<file path="config.mk">
export PLATFORM = sky130hd
export DESIGN_NAME = button_click_classifier
export DESIGN_NICKNAME = d
export VERILOG_FILES = /design/src/design/bcc_pkg.sv /design/src/design/button_click_classifier.sv
export SDC_FILE = /design/constraint.sdc
export NUM_CORES = 1
export LEC_CHECK = 0
export BUFFER_PORTS_ARGS = -buffer_cell sky130_fd_sc_hd__buf_2
export CAP_MARGIN = 20
export CORE_ASPECT_RATIO = 0.9
export CORE_MARGIN = 3
export CORE_UTILIZATION = 61
export CTS_BUF_LIST = sky130_fd_sc_hd__clkbuf_8 sky130_fd_sc_hd__clkbuf_16
export DETAILED_ROUTE_END_ITERATION = 16
export GPL_ROUTABILITY_DRIVEN = 1
export PLACE_DENSITY = 0.8
export SLEW_MARGIN = 30
export SYNTH_ARGS = -nofsm -noshare
export SYNTH_HDL_FRONTEND = slang
export SYNTH_SLANG_ARGS = --single-unit
</file>
<file path="constraint.sdc">
create_clock -name clk_i -period 5.6 [get_ports clk_i]
set_input_delay 0.28 -clock clk_i [delete_from_list [all_inputs] [get_ports clk_i]]
set_output_delay 0.28 -clock clk_i [all_outputs]
set_load 0.02 [all_outputs]
</file>
<file path="src/design/bcc_pkg.sv">
// ----------------------------------------------------------------------------
// bcc_pkg
// Shared types and constants for the button click classifier.
// ----------------------------------------------------------------------------
package bcc_pkg;

  localparam int unsigned RegW  = 16;
  localparam int unsigned IdxW  = 3;
  localparam int unsigned TimeW = 32;

  typedef logic [RegW-1:0]  reg_val_t;
  typedef logic [IdxW-1:0]  reg_idx_t;
  typedef logic [TimeW-1:0] stamp_t;

  localparam reg_idx_t RegLongLimit    = 3'd0;
  localparam reg_idx_t RegSingleLimit  = 3'd1;
  localparam reg_idx_t RegGapMax       = 3'd2;
  localparam reg_idx_t RegGapMin       = 3'd3;
  localparam reg_idx_t RegRepeatSwitch = 3'd4;
  localparam reg_idx_t RegRepeatSlow   = 3'd5;
  localparam reg_idx_t RegRepeatFast   = 3'd6;

  localparam reg_val_t RstLongLimit    = 16'd1000;
  localparam reg_val_t RstSingleLimit  = 16'd400;
  localparam reg_val_t RstGapMax       = 16'd300;
  localparam reg_val_t RstGapMin       = 16'd100;
  localparam reg_val_t RstRepeatSwitch = 16'd1000;
  localparam reg_val_t RstRepeatSlow   = 16'd200;
  localparam reg_val_t RstRepeatFast   = 16'd20;

  typedef struct packed {
    logic   level;
    stamp_t now_ms;
  } in_word_t;

  typedef struct packed {
    logic single_click;
    logic double_click;
    logic long_click;
    logic repeat_pulse;
  } out_word_t;

endpackage

</file>
<file path="src/design/button_click_classifier.sv">
// ----------------------------------------------------------------------------
// button_click_classifier
// Single, double and long click detection with auto-repeat on a stamped
// button level stream.
// ----------------------------------------------------------------------------
//  channel  signals                          direction  payload
//  in       in_valid_i / in_ready_o          input      in_data_i  (in_word_t)
//  out      out_valid_o / out_ready_i        output     out_data_o (out_word_t)
//  cfg      cfg_we_i, cfg_idx_i, cfg_data_i  input      16-bit register value
//
//  one word per cycle while the output is not stalled; the result appears in the
//  cycle after the input word is taken, held in the single output register
//  state updates at the accept edge, so consecutive words chain directly
//  in_ready_o is low only while a result waits and out_ready_i is low
//  reset clears state and loads the register defaults
// ----------------------------------------------------------------------------
module button_click_classifier
  import bcc_pkg::*;
(
  input  logic      clk_i,
  input  logic      rst_ni,
  input  logic      in_valid_i,
  output logic      in_ready_o,
  input  in_word_t  in_data_i,
  output logic      out_valid_o,
  input  logic      out_ready_i,
  output out_word_t out_data_o,
  input  logic      cfg_we_i,
  input  reg_idx_t  cfg_idx_i,
  input  reg_val_t  cfg_data_i
);

  typedef enum logic [1:0] {
    PhIdle     = 2'd0,
    PhPressed  = 2'd1,
    PhReleased = 2'd2,
    PhHolding  = 2'd3
  } phase_e;

  reg_val_t long_limit_q, single_limit_q, gap_max_q, gap_min_q;
  reg_val_t rep_switch_q, rep_slow_q, rep_fast_q;

  phase_e    phase_q, phase_d;
  stamp_t    click_stamp_q, click_stamp_d;
  logic      rep_active_q, rep_active_d;
  stamp_t    rep_stamp_q, rep_stamp_d;
  stamp_t    rep_start_q, rep_start_d;
  reg_val_t  rep_int_q, rep_int_d;
  logic      out_valid_q;
  out_word_t out_data_q;
  out_word_t res_d;

  logic   in_fire;
  stamp_t elapsed, rep_elapsed, press_elapsed;

  assign in_ready_o  = !out_valid_q || out_ready_i;
  assign in_fire     = in_valid_i && in_ready_o;
  assign out_valid_o = out_valid_q;
  assign out_data_o  = out_data_q;

  assign elapsed       = in_data_i.now_ms - click_stamp_q;
  assign rep_elapsed   = in_data_i.now_ms - rep_stamp_q;
  assign press_elapsed = in_data_i.now_ms - rep_start_q;

  always_comb begin
    phase_d       = phase_q;
    click_stamp_d = click_stamp_q;
    rep_active_d  = rep_active_q;
    rep_stamp_d   = rep_stamp_q;
    rep_start_d   = rep_start_q;
    rep_int_d     = rep_int_q;
    res_d         = '0;

    if (in_data_i.level) begin
      case (phase_q)
        PhIdle: begin
          click_stamp_d = in_data_i.now_ms;
          phase_d       = PhPressed;
        end
        PhPressed: begin
          if (elapsed > {16'd0, long_limit_q}) begin
            phase_d          = PhHolding;
            res_d.long_click = 1'b1;
          end
        end
        PhReleased: begin
          if (({16'd0, gap_min_q} < elapsed) && (elapsed < {16'd0, gap_max_q})) begin
            phase_d            = PhHolding;
            res_d.double_click = 1'b1;
          end
        end
        default: ;
      endcase
    end else begin
      case (phase_q)
        PhPressed: begin
          if (elapsed > {16'd0, single_limit_q}) begin
            phase_d = PhIdle;
          end else begin
            click_stamp_d = in_data_i.now_ms;
            phase_d       = PhReleased;
          end
        end
        PhHolding: phase_d = PhIdle;
        PhReleased: begin
          if (elapsed > {16'd0, gap_max_q}) begin
            phase_d            = PhIdle;
            res_d.single_click = 1'b1;
          end
        end
        default: ;
      endcase
    end

    if (in_data_i.level) begin
      if (rep_active_q) begin
        if (rep_elapsed > {16'd0, rep_int_q}) begin
          rep_stamp_d        = in_data_i.now_ms;
          res_d.repeat_pulse = 1'b1;
          if (press_elapsed > {16'd0, rep_switch_q}) begin
            rep_int_d = rep_fast_q;
          end
        end
      end else begin
        rep_start_d  = in_data_i.now_ms;
        rep_int_d    = rep_slow_q;
        rep_active_d = 1'b1;
      end
    end else begin
      rep_active_d = 1'b0;
    end
  end

  always_ff @(posedge clk_i or negedge rst_ni) begin
    if (!rst_ni) begin
      long_limit_q   <= RstLongLimit;
      single_limit_q <= RstSingleLimit;
      gap_max_q      <= RstGapMax;
      gap_min_q      <= RstGapMin;
      rep_switch_q   <= RstRepeatSwitch;
      rep_slow_q     <= RstRepeatSlow;
      rep_fast_q     <= RstRepeatFast;
    end else if (cfg_we_i) begin
      case (cfg_idx_i)
        RegLongLimit:    long_limit_q   <= cfg_data_i;
        RegSingleLimit:  single_limit_q <= cfg_data_i;
        RegGapMax:       gap_max_q      <= cfg_data_i;
        RegGapMin:       gap_min_q      <= cfg_data_i;
        RegRepeatSwitch: rep_switch_q   <= cfg_data_i;
        RegRepeatSlow:   rep_slow_q     <= cfg_data_i;
        RegRepeatFast:   rep_fast_q     <= cfg_data_i;
        default: ;
      endcase
    end
  end

  always_ff @(posedge clk_i or negedge rst_ni) begin
    if (!rst_ni) begin
      phase_q       <= PhIdle;
      click_stamp_q <= '0;
      rep_active_q  <= 1'b0;
      rep_stamp_q   <= '0;
      rep_start_q   <= '0;
      rep_int_q     <= '0;
      out_valid_q   <= 1'b0;
    end else begin
      if (in_fire) begin
        phase_q       <= phase_d;
        click_stamp_q <= click_stamp_d;
        rep_active_q  <= rep_active_d;
        rep_stamp_q   <= rep_stamp_d;
        rep_start_q   <= rep_start_d;
        rep_int_q     <= rep_int_d;
        out_valid_q   <= 1'b1;
      end else if (out_ready_i) begin
        out_valid_q <= 1'b0;
      end
    end
  end

  always_ff @(posedge clk_i) begin
    if (in_fire) begin
      out_data_q <= res_d;
    end
  end

  // at most one click kind per word
  a_click_onehot: assert property (@(posedge clk_i) disable iff (!rst_ni)
    out_valid_q |-> $onehot0({out_data_q.single_click, out_data_q.double_click,
                              out_data_q.long_click}))
    else $error("more than one click kind flagged");

  // an accepted word always yields a result next cycle
  a_fire_result: assert property (@(posedge clk_i) disable iff (!rst_ni)
    in_fire |=> out_valid_q)
    else $error("accepted word produced no result");

  // a release stops the repeat unit
  a_release_stops_repeat: assert property (@(posedge clk_i) disable iff (!rst_ni)
    (in_fire && !in_data_i.level) |=> (!rep_active_q && !out_data_q.repeat_pulse))
    else $error("repeat still active after release");

  // double click only out of the released phase
  a_double_from_released: assert property (@(posedge clk_i) disable iff (!rst_ni)
    (in_fire && (phase_q != PhReleased)) |=> !out_data_q.double_click)
    else $error("double click outside released phase");

endmodule

</file>
==> results of run 1 <==
[flip-flops by register name, indices dropped and copies added, names as in the netlist]
| signal | flops |
|---|---|
| click_stamp_q | 32 |
| rep_stamp_q | 32 |
| rep_start_q | 32 |
| gap_max_q | 16 |
| gap_min_q | 16 |
| long_limit_q | 16 |
| rep_fast_q | 16 |
| rep_int_q | 16 |
| rep_slow_q | 16 |
| rep_switch_q | 16 |
| single_limit_q | 16 |
| out_data_o | 4 |
| phase_q | 2 |
| out_valid_o | 1 |
| rep_active_q | 1 |
[logic make-up (layout without fill, tap and decap cells)]
| kind of cell | after synthesis | after routing | synth area share |
|---|---|---|---|
| fa+ha+maj | 189 | 189 | 0.138 |
| mux | 195 | 195 | 0.131 |
| simple gates | 416 | 416 | 0.117 |
| flops | 232 | 232 | 0.340 |
| xor+xnor | 68 | 68 | 0.0346 |
| buf+inv | 257 | 331 | 0.0595 |
| compound gates | 477 | 477 | 0.179 |
[path summary, 6_finish.rpt]
path,from,endpoint,slack (ns)
worst max-delay path,rep_start_q[1],rep_int_q[9],0.24
worst min-delay path,in_data_i[0],rep_stamp_q[0],0.03
worst max register to register,rep_start_q[1],rep_int_q[9],0.24
worst min register to register,gap_min_q[0],gap_min_q[0],0.50
max in group asynchronous,rst_ni,rep_start_q[30],4.50
min in group asynchronous,rst_ni,long_limit_q[2],0.22
[report_power, final]
| group | switching [mW] | leakage (nW) | internal (mW) |
|---|---|---|---|
| combinational | 3.35 | 5.71 | 2.48 |
| sequential | 0.240 | 2.74 | 2.20 |
| clock | 0.710 | 0.442 | 0.970 |
| total | 4.30 | 8.89 | 5.64 |
[cell usage after synthesis, types with 18 or more instances]
cell type / n
xnor2_1: 42
ha_1: 185
o21ai_0: 130
nand3_1: 20
a211oi_1: 24
and3_1: 18
mux2_4: 30
nor2b_1: 23
nor3_1: 23
clkbuf_1: 44
a21o_1: 43
mux2_2: 128
nand4_1: 32
dfstp_2: 27
nor2_1: 74
o21a_1: 29
xor2_1: 26
mux2i_1: 37
nand2_1: 159
inv_1: 201
a21oi_1: 122
dfrtp_1: 201
[worst register-to-register path, delay by kind of cell (launching register included)]
family	cells	cell delay, ns
flip-flops	1	0.37
AND/OR/NAND/NOR	7	1.46
multiplexers	1	0.23
AO/OA/AOI/OAI	7	2.14
buffers and inverters	2	0.43
XOR/XNOR	1	0.09
adder cells (fa/ha/maj)	2	0.54
[layer usage]
layer	part of all wire	routed length [microns]	vias to the layer above
li1	-	-	6663
met1	0.45	20400	6861
met2	0.45	20600	542
met3	0.070	3190	101
met4	0.027	1210	0
met5	0	0	-
[final cells by class]
class                      instances  area, sq um  share of cell area
multi-input combinational       1345        10400               0.551
inverter                         201          754              0.0400
clock inverter                    15          109             0.00578
tap                              354          443              0.0235
sequential                       232         5860               0.311
clock buffer                      32          733              0.0389
timing repair buffer              83          561              0.0297
[timing repair]
item	CTS	global route
endpoints found under the setup margin	0	35
resized for setup	0	1
hold buffers	2	0
hold endpoints to repair	106	0
[per-stage QoR]
| stage | area [sq um] | std cells | power, mW | util |
|---|---|---|---|---|
| 2_1_floorplan | 17200 | 1834 | 6.66 | - |
| 3_3_place_gp | 17900 | 2211 | 7.84 | 0.655 |
| 3_5_place_dp | 17900 | 2211 | 8.08 | 0.655 |
| 4_1_cts | 18800 | 2260 | 9.84 | 0.686 |
| 5_1_grt | 18800 | 2262 | 10.7 | 0.688 |
| 6_report | 18800 | 2262 | 9.95 | 0.688 |
==> qor.yml, run 1 <==
post-place-ws_ns: 0.166
synth.avg_cell_area_sq_um: 9.40
path_class: "reg -> reg"
antenna_found_initial: 0
worstPathRequired_ns: 6.06
clock_path_buffers: 3
fin_crit_ns: 5.36
io_pins: 63
crit_buf_inv: 2
clkLatencyLatePin_ns: 0.54
critPathMaxFanout: 10
final.fill_count: 2091
globalRouteMet2Util: 0.484
route.detailed.drc: 0
cp.arrival_ns: 5.82
start_util: 0.629
die_y_microns: 165
firstDrtPassIters: 5
drt_iter0_markers: 1386
power_leakage_nw: 8.89
grt_pass1_vias: 13800
min_period_over_period: 0.957
ys_seq_area_frac: 0.340
n_antenna_cell: 0
place_congestion: 0.965
port_buffers: 62
synth_seq_cells: 232
die-area_sq_mm: 0.0303
timing.max_cap.violations: 0
grt_setup_unrepaired: "yes"
synthCells: 1834
synth_area_sq_mm: 0.0172
final_cell_mix: "inv_1 (208), dfrtp_1 (201), ha_1 (185), nand2_1 (159), o21ai_0 (130)"
wl_mm: 45.3
final_common_cell: "inv_1"
cts_setup_buffers: 0
fin_ws_ns: 0.239
numCtsBuffers: 26
reg2reg_depth: 20
synth_ff_type: "dfrtp_1"
yosysWarnings: 0
cp_slowest_stage_delay_ns: 0.71
holdPathStages: 2
fmax_mhz: 187
grt_util_met3: 0.0423
critPathLaunchType: "register"
relSlewSlack: 0.328
ant_nets: 0
synth_cell_types: 84
grt-busiest-layer: "met2"
nets: 2134
dieWidth_microns: 183
worst_slew_pin_slew_ns: 1.00
coreArea_sq_mm: 0.0274
avgViaCountPerCell: 6.26
num_vias: 14200
synth_edf_count: 4
cp.depth: 20
cts.sinks: 232
hpwl_mm: 33.9
clk_pin_slew_worst_paths_ns: 0.06
grt_use_total: 0.297
power_density_mw_per_mm2: 528
syn_nets: 2079
grt_max_degree: 130
finalHoldViolCount: 0
end_kind: "register"
ys_top_cells_by_area: "dfrtp_1 (29%), ha_1 (13%), mux2_2 (8.4%)"
synth_area_leader_cell: "dfrtp_1"
finalSetupViolCount: 0
grt_use_met1: 0.422
cts_tree: "done"
path_cells: "inv_1, ha_1, nor2b_1, o31ai_1, a21oi_1, a41oi_1, o21bai_1, nand2_1, nand2b_1, a21oi_1, xnor2_1, ha_1, nand4_1, nor4_1, o221ai_1, nor4_1, nand4_1, o31ai_4, buf_4, mux2i_1"
status: "complete, no violations"
cts-htree-levels: 1
cp_slowest_cell: "o31ai_4"
hold_class: "in -> reg"
grt_first_pass_wirelength_mm: 72.5
fin_hold_ws_ns: 0.0253
syn2layout_area_growth_pct: 9.35
finalSetupTns_ns: 0
fin_worst_skew_ns: 0.0185
slew_viol_final: 0
drive_gt1_frac: 0.175
crit_family: "compound AO/OA/AOI/OAI gates"
grt-ovfl-total: 0
cts_root_buf: "clkbuf_16"
rows: 57
post_drt_wl_per_cell_microns: 20.0
synthDominantCellAreaShare: 0.292
vdd_drop_max_mv: 0.309
synthArstFlopShare: 0.983
(Power assumes the default switching activity.)
==> inputs of run 2 (changes only) <==
==> constraint.sdc (replaced) <==
create_clock -name clk_i -period 5.25 [get_ports clk_i]
set_input_delay 0.2625 -clock clk_i [delete_from_list [all_inputs] [get_ports clk_i]]
set_output_delay 0.2625 -clock clk_i [all_outputs]
set_load 0.02 [all_outputs]
==> qor.yml, run 2 (same netlist as run 1, synthesis figures left out) <==
status: "complete, no violations"
critPathMaxFanout: 4  # -6
cts_root_buf: "clkbuf_16"
num_vias: 14300  # +0.67%
final_cell_mix: "inv_1 (209), dfrtp_1 (201), ha_1 (185), nand2_1 (159), o21ai_0 (130)"
worstPathRequired_ns: 5.72  # -0.34 ns
route.detailed.drc: 0  # unchanged
fin_worst_skew_ns: 0.0180  # -0.000495 ns
dieWidth_microns: 183  # unchanged
clock_path_buffers: 3  # unchanged
wl_mm: 46.3  # +2.2%
cp.arrival_ns: 5.45  # -0.37 ns
reg_top3: "click_stamp_q (32), rep_stamp_q (32), rep_start_q (32)"
start_util: 0.629  # unchanged
swShare: 0.433  # about the same
worst_slew_pin_slew_ns: 0.994  # -0.00978 ns
rows: 57  # unchanged
final_common_cell: "inv_1"
cts.sinks: 232  # unchanged
clk_pin_slew_worst_paths_ns: 0.06  # about the same
place_congestion: 0.963  # -0.25%
path_class: "in -> reg"
relSlewSlack: 0.334  # +0.00655
numCtsBuffers: 26  # unchanged
grt-ovfl-total: 0  # unchanged
seqPwrFrac: 0.243  # -0.002
syn2layout_area_growth_pct: 9.74
finalSetupViolCount: 0  # unchanged
die-area_sq_mm: 0.0303  # unchanged
hpwl_mm: 34.3  # +1.1%
internal-power_mw: 6.08  # +7.8%
power_leakage_nw: 8.93  # +0.41%
grt_pass1_vias: 14100  # +2.0%
fin_hold_ws_ns: 0.0335  # +0.00829 ns
end_kind: "register"
cts_tree: "done"
antenna_found_initial: 0  # unchanged
timing.max_cap.violations: 0  # unchanged
power_density_mw_per_mm2: 567  # +7.4%
clkLatencyLatePin_ns: 0.55  # about the same
cts-htree-levels: 1  # unchanged
min_period_over_period: 0.948
coreArea_sq_mm: 0.0274  # unchanged
vdd_drop_max_mv: 0.425  # +37%
avgViaCountPerCell: 6.29  # +0.49%
cts_setup_buffers: 0  # unchanged
fin_crit_ns: 4.98
post_drt_wl_per_cell_microns: 20.4  # +2.0%
drt_iter0_markers: 1171  # -16%
power_frac_comb: 0.584  # -0.002
critPathLaunchType: "input pin"
n_antenna_cell: 0  # unchanged
ant_nets: 0  # unchanged
firstDrtPassIters: 5  # unchanged
io_pins: 63  # unchanged
port_buffers: 62  # unchanged
drive_gt1_frac: 0.179  # +0.00434
fin_total_pwr_mw: 10.7  # +7.8%
grt_use_total: 0.304  # +0.00650
die_y_microns: 165  # unchanged
grt_first_pass_wirelength_mm: 73.8  # +1.8%
fmax_mhz: 201
finalHoldViolCount: 0  # unchanged
grt_max_degree: 128  # -1.5%
hold_class: "in -> reg"
p_clk_frac: 0.173  # +0.004
slew_viol_final: 0  # unchanged
p_switching_mw: 4.64  # +7.8%
nets: 2137  # +0.14%
-- run 2: changes by cell type in the layout (fill, tap and decap cells not counted), sizes merged --
cell / previous run / this run
inv: 208 / 210
buf: 81 / 82
bufinv: 1 / 2
clkinv: 6 / 5
clkinvlp: 1 / 0
dlygate4sd3: 2 / 3
nor2: 74 / 75
-- run 2: per-layer routing --
layer  vias up  part of all wire  GRT usage
li1       6669                 -          -
met1      6947              0.44      0.420
met2       518              0.45      0.487
met3       128             0.074     0.0488
met4         0             0.037      0.109
met5         -                 0          0
-- run 2: layout make-up --
| class | instances | area (sq um) |
|---|---|---|
| tap | 354 | 443 |
| sequential | 232 | 5860 |
| fill | 2096 | 8480 |
| clock inverter | 16 | 139 |
| timing repair buffer | 85 | 541 |
| clock buffer | 32 | 733 |
| inverter | 201 | 754 |
| multi-input combinational | 1346 | 10400 |
-- run 2: stage by stage --
step,cells,setup TNS (ns),setup WS [ns],utilization,area (sq um)
global route,2266,-0.184,-0.0224,0.691,18900
finish,2266,0,0.272,0.691,18900
CTS,2264,0,0.155,0.687,18800
global placement,2213,0,0.355,0.654,17900
floorplan,1834,0,0.720,-,17200
detailed placement,2213,0,0.230,0.654,17900
-- run 2: path summary, 6_finish.rpt --
kind                             startpoint           endpoint  slack, ns  cells past startpoint
min                           cfg_data_i[7]  single_limit_q[7]       0.03                      3
min reg2reg                 rep_start_q[21]    rep_start_q[21]       0.50                      1
max reg2reg                click_stamp_q[4]   click_stamp_q[0]       0.37                     19
max                            in_data_i[0]         phase_q[0]       0.27                     21
max in group asynchronous            rst_ni    rep_start_q[25]       3.68                      4
min in group asynchronous            rst_ni       gap_min_q[1]       0.18                      2
-- run 2: critical path, stage by stage --
cell and delay, ns:
dlygate4sd3_1 0.57, buf_2 0.15, inv_1 0.12, ha_1 0.20
inv_1 0.06, fa_1 0.44, a211oi_1 0.30, o21a_1 0.32
o41ai_4 0.14, xor2_1 0.45, inv_1 0.10, ha_1 0.29
and3_1 0.20, and3_1 0.23, o311a_1 0.15, a211oi_1 0.24
nor2_1 0.09, maj3_1 0.39, a211oi_2 0.35, a2bb2oi_1 0.19
a32o_1 0.17
-- run 2: power groups by stage --
stage               Sequential (mW)  Combinational [mW]  Clock (mW)
floorplan                      2.55                4.56           0
global placement               2.59                5.80           0
detailed placement             2.62                6.01           0
CTS                            2.60                6.11        1.86
global route                   2.66                6.97        1.94
finish                         2.61                6.26        1.85
-- run 2: timing repair --
action,CTS,global route
gates resized for setup,0,13
endpoints found under the setup margin,0,83
hold buffers,3,0
hold endpoints to repair,111,0
==> inputs of run 3 (changes only) <==
--- a/config.mk
+++ b/config.mk
@@ -5,15 +5,18 @@
 export SDC_FILE = /design/constraint.sdc
 export NUM_CORES = 1
 export LEC_CHECK = 0
+export ABC_CLOCK_PERIOD_IN_PS = 5250
 export BUFFER_PORTS_ARGS = -buffer_cell sky130_fd_sc_hd__buf_2
 export CAP_MARGIN = 20
+export CELL_PAD_IN_SITES_DETAIL_PLACEMENT = 0
+export CELL_PAD_IN_SITES_GLOBAL_PLACEMENT = 1
 export CORE_ASPECT_RATIO = 0.9
 export CORE_MARGIN = 3
-export CORE_UTILIZATION = 61
+export CORE_UTILIZATION = 50
 export CTS_BUF_LIST = sky130_fd_sc_hd__clkbuf_8 sky130_fd_sc_hd__clkbuf_16
 export DETAILED_ROUTE_END_ITERATION = 16
 export GPL_ROUTABILITY_DRIVEN = 1
-export PLACE_DENSITY = 0.8
+export PLACE_DENSITY = 0.83
 export SLEW_MARGIN = 30
 export SYNTH_ARGS = -nofsm -noshare
 export SYNTH_HDL_FRONTEND = slang
==> qor.yml, run 3 (same netlist as run 1, synthesis figures left out) <==
status: "complete, no violations"
syn2layout_area_growth_pct: 11.7
r2r_slack_ns: 0.23  # -0.14 ns
ant_nets: 0  # unchanged
grt_use_total: 0.245  # -0.0592
n_antenna_cell: 0  # unchanged
num_vias: 13900  # -2.3%
critPathLaunchType: "register"
cp_slowest_cell: "o211ai_1"
critPathMaxFanout: 16  # +12
met3_length_mm: 2.61  # -24%
io_pins: 63  # unchanged
hold-path-endpoint: "rep_start_q[1]"
wl_met2_mm: 20.7  # -0.38%
vdd_drop_max_mv: 0.281  # -34%
relSlewSlack: 0.361  # +0.0272
min_from: "in_data_i[1]"
hold_class: "in -> reg"
cts_root_buf: "clkbuf_16"
postPlaceCellArea_sq_mm: 0.0182  # +1.8%
met1_length_mm: 21.8  # +6.8%
cp.arrival_ns: 5.44  # about the same
wl_mm: 46.2  # -0.33%
cts.sinks: 232  # unchanged
cts-htree-levels: 1  # unchanged
grt-ovfl-total: 0  # unchanged
reg2reg_depth: 21  # +2
clock_path_buffers: 3  # unchanged
place_congestion: 0.896  # -7.0%
route.detailed.drc: 0  # unchanged
antenna_found_initial: 0  # unchanged
layout.cells.non_filler: 2395  # +5.7%
die-area_sq_mm: 0.0367  # +21%
fin_worst_skew_ns: 0.0145  # -0.00350 ns
port_buffers: 62  # unchanged
drive_gt1_frac: 0.191  # +0.0124
holdPathStages: 2  # -1
end_kind: "register"
finalHoldViolCount: 0  # unchanged
worst_slew_pin_slew_ns: 0.953  # -0.0406 ns
crit_buf_inv: 5  # unchanged
fmax_mhz: 199  # -0.82%
firstDrtPassIters: 7  # +2
cts_tree: "done"
cp_slowest_stage_delay_ns: 0.42  # -0.15 ns
timing.rr.end: "click_stamp_q[10]"
fin_crit_ns: 5.02  # +0.0412 ns
worstPathRequired_ns: 5.67  # -0.05 ns
drt_iter0_markers: 934  # -20%
min_period_over_period: 0.956  # +0.00784
crit_family: "compound AO/OA/AOI/OAI gates"
dieWidth_microns: 202  # +10%
post_drt_wl_per_cell_microns: 19.3  # -5.7%
power_leakage_nw: 9.05  # +1.4%
coreArea_sq_mm: 0.0334  # +22%
finalInstanceArea_sq_mm: 0.0193  # +1.8%
avgViaCountPerCell: 5.82  # -7.5%
r2r-start: "click_stamp_q[1]"
grt_max_degree: 122  # -4.7%
clkLatencyLatePin_ns: 0.54  # about the same
clk_pin_slew_worst_paths_ns: 0.06  # about the same
final_common_cell: "inv_1"
finalSetupViolCount: 0  # unchanged
dp_cells: 2337  # +5.6%
die_y_microns: 182  # +10%
final_cell_mix: "inv_1 (205), dfrtp_1 (201), ha_1 (185), nand2_1 (159), o21ai_0 (130)"
grt_pass1_vias: 13500  # -3.9%
timing.max_cap.violations: 0  # unchanged
reg_top3: "click_stamp_q (32), rep_stamp_q (32), rep_start_q (32)"
grt_first_pass_wirelength_mm: 72.5  # -1.8%
nets: 2164  # +1.3%
hpwl_mm: 35.0  # +2.1%
numCtsBuffers: 27  # +3.8%
rows: 63  # +11%
path_cells: "inv_2, ha_1, nor2b_1, o211ai_1, a21boi_1, or2_2, a21oi_1, xor2_1, inv_2, ha_1, a21o_1, a21oi_1, nor2b_1, a2111oi_2, buf_4, a32oi_1, or3_4, a21oi_4, buf_12, clkbuf_16, mux2_4"
highest-signal-layer: "met4"
path_class: "reg -> reg"
start_util: 0.516  # -0.114
power_density_mw_per_mm2: 558  # -1.5%
slew_viol_final: 0  # unchanged
## run 3: per-stage QoR
| step | utilization | TNS, ns | setup slack, ns | hold WS [ns] | total power, mW |
|---|---|---|---|---|---|
| finish | 0.576 | 0 | 0.231 | 0.0216 | 10.8 |
| detailed placement | 0.546 | -0.413 | -0.0608 | 0.359 | 8.75 |
| global route | 0.576 | -0.336 | -0.0639 | 0.0163 | 11.7 |
| CTS | 0.573 | 0 | 0.0556 | 0.00191 | 10.7 |
| global placement | 0.546 | 0 | 0.0506 | 0.348 | 8.61 |
| floorplan | - | 0 | 0.720 | -0.0331 | 7.10 |
## run 3: where the power goes
| group | internal (mW) | total [mW] | switching (mW) |
|---|---|---|---|
| clock | 1.06 | 1.85 | 0.790 |
| combinational | 2.76 | 6.32 | 3.56 |
| sequential | 2.34 | 2.59 | 0.248 |
| total | 6.16 | 10.8 | 4.59 |
## run 3: layout make-up
class                      count  area, sq um
sequential                   232         5860
timing repair buffer         112          788
tap                          455          569
inverter                     201          754
multi-input combinational   1345        10400
clock inverter                18          123
fill                        2923        14200
clock buffer                  32          744
## run 3: how the worst max path moves through the flow
stage | from | endpoint | slack (ns) | depth (start not counted)
after CTS | click_stamp_q[1] | click_stamp_q[31] | 0.06 | 20
after floorplan | in_data_i[0] | rep_int_q[10] | 0.72 | 24
final | click_stamp_q[1] | click_stamp_q[10] | 0.23 | 21
after global placement | click_stamp_q[1] | click_stamp_q[31] | 0.05 | 20
after detailed placement | in_data_i[0] | rep_int_q[6] | -0.06 | 22
after global routing | rep_start_q[0] | rep_int_q[6] | -0.06 | 24
## run 3: per-layer routing
metal,up-vias,global-route usage
met5,-,0
met4,0,0.0527
met3,71,0.0376
met2,368,0.389
met1,6768,0.355
li1,6733,-
## run 3: worst reg2reg max path, cell delays in order, from the launching register on
cell	delay, ns
dfrtp_1	0.39
inv_2	0.10
ha_1	0.27
nor2b_1	0.16
o211ai_1	0.42
a21boi_1	0.16
or2_2	0.30
a21oi_1	0.15
xor2_1	0.28
inv_2	0.10
ha_1	0.29
a21o_1	0.18
a21oi_1	0.13
nor2b_1	0.08
a2111oi_2	0.35
buf_4	0.17
a32oi_1	0.11
or3_4	0.40
a21oi_4	0.15
buf_12	0.15
clkbuf_16	0.22
mux2_4	0.32
## run 3: what timing repair did
item | CTS | global route
resized for setup | 0 | 9
buffers inserted | 0 | 2
endpoints found under the setup margin | 0 | 81
endpoints found under the hold margin | 89 | 0
hold buffers | 3 | 0
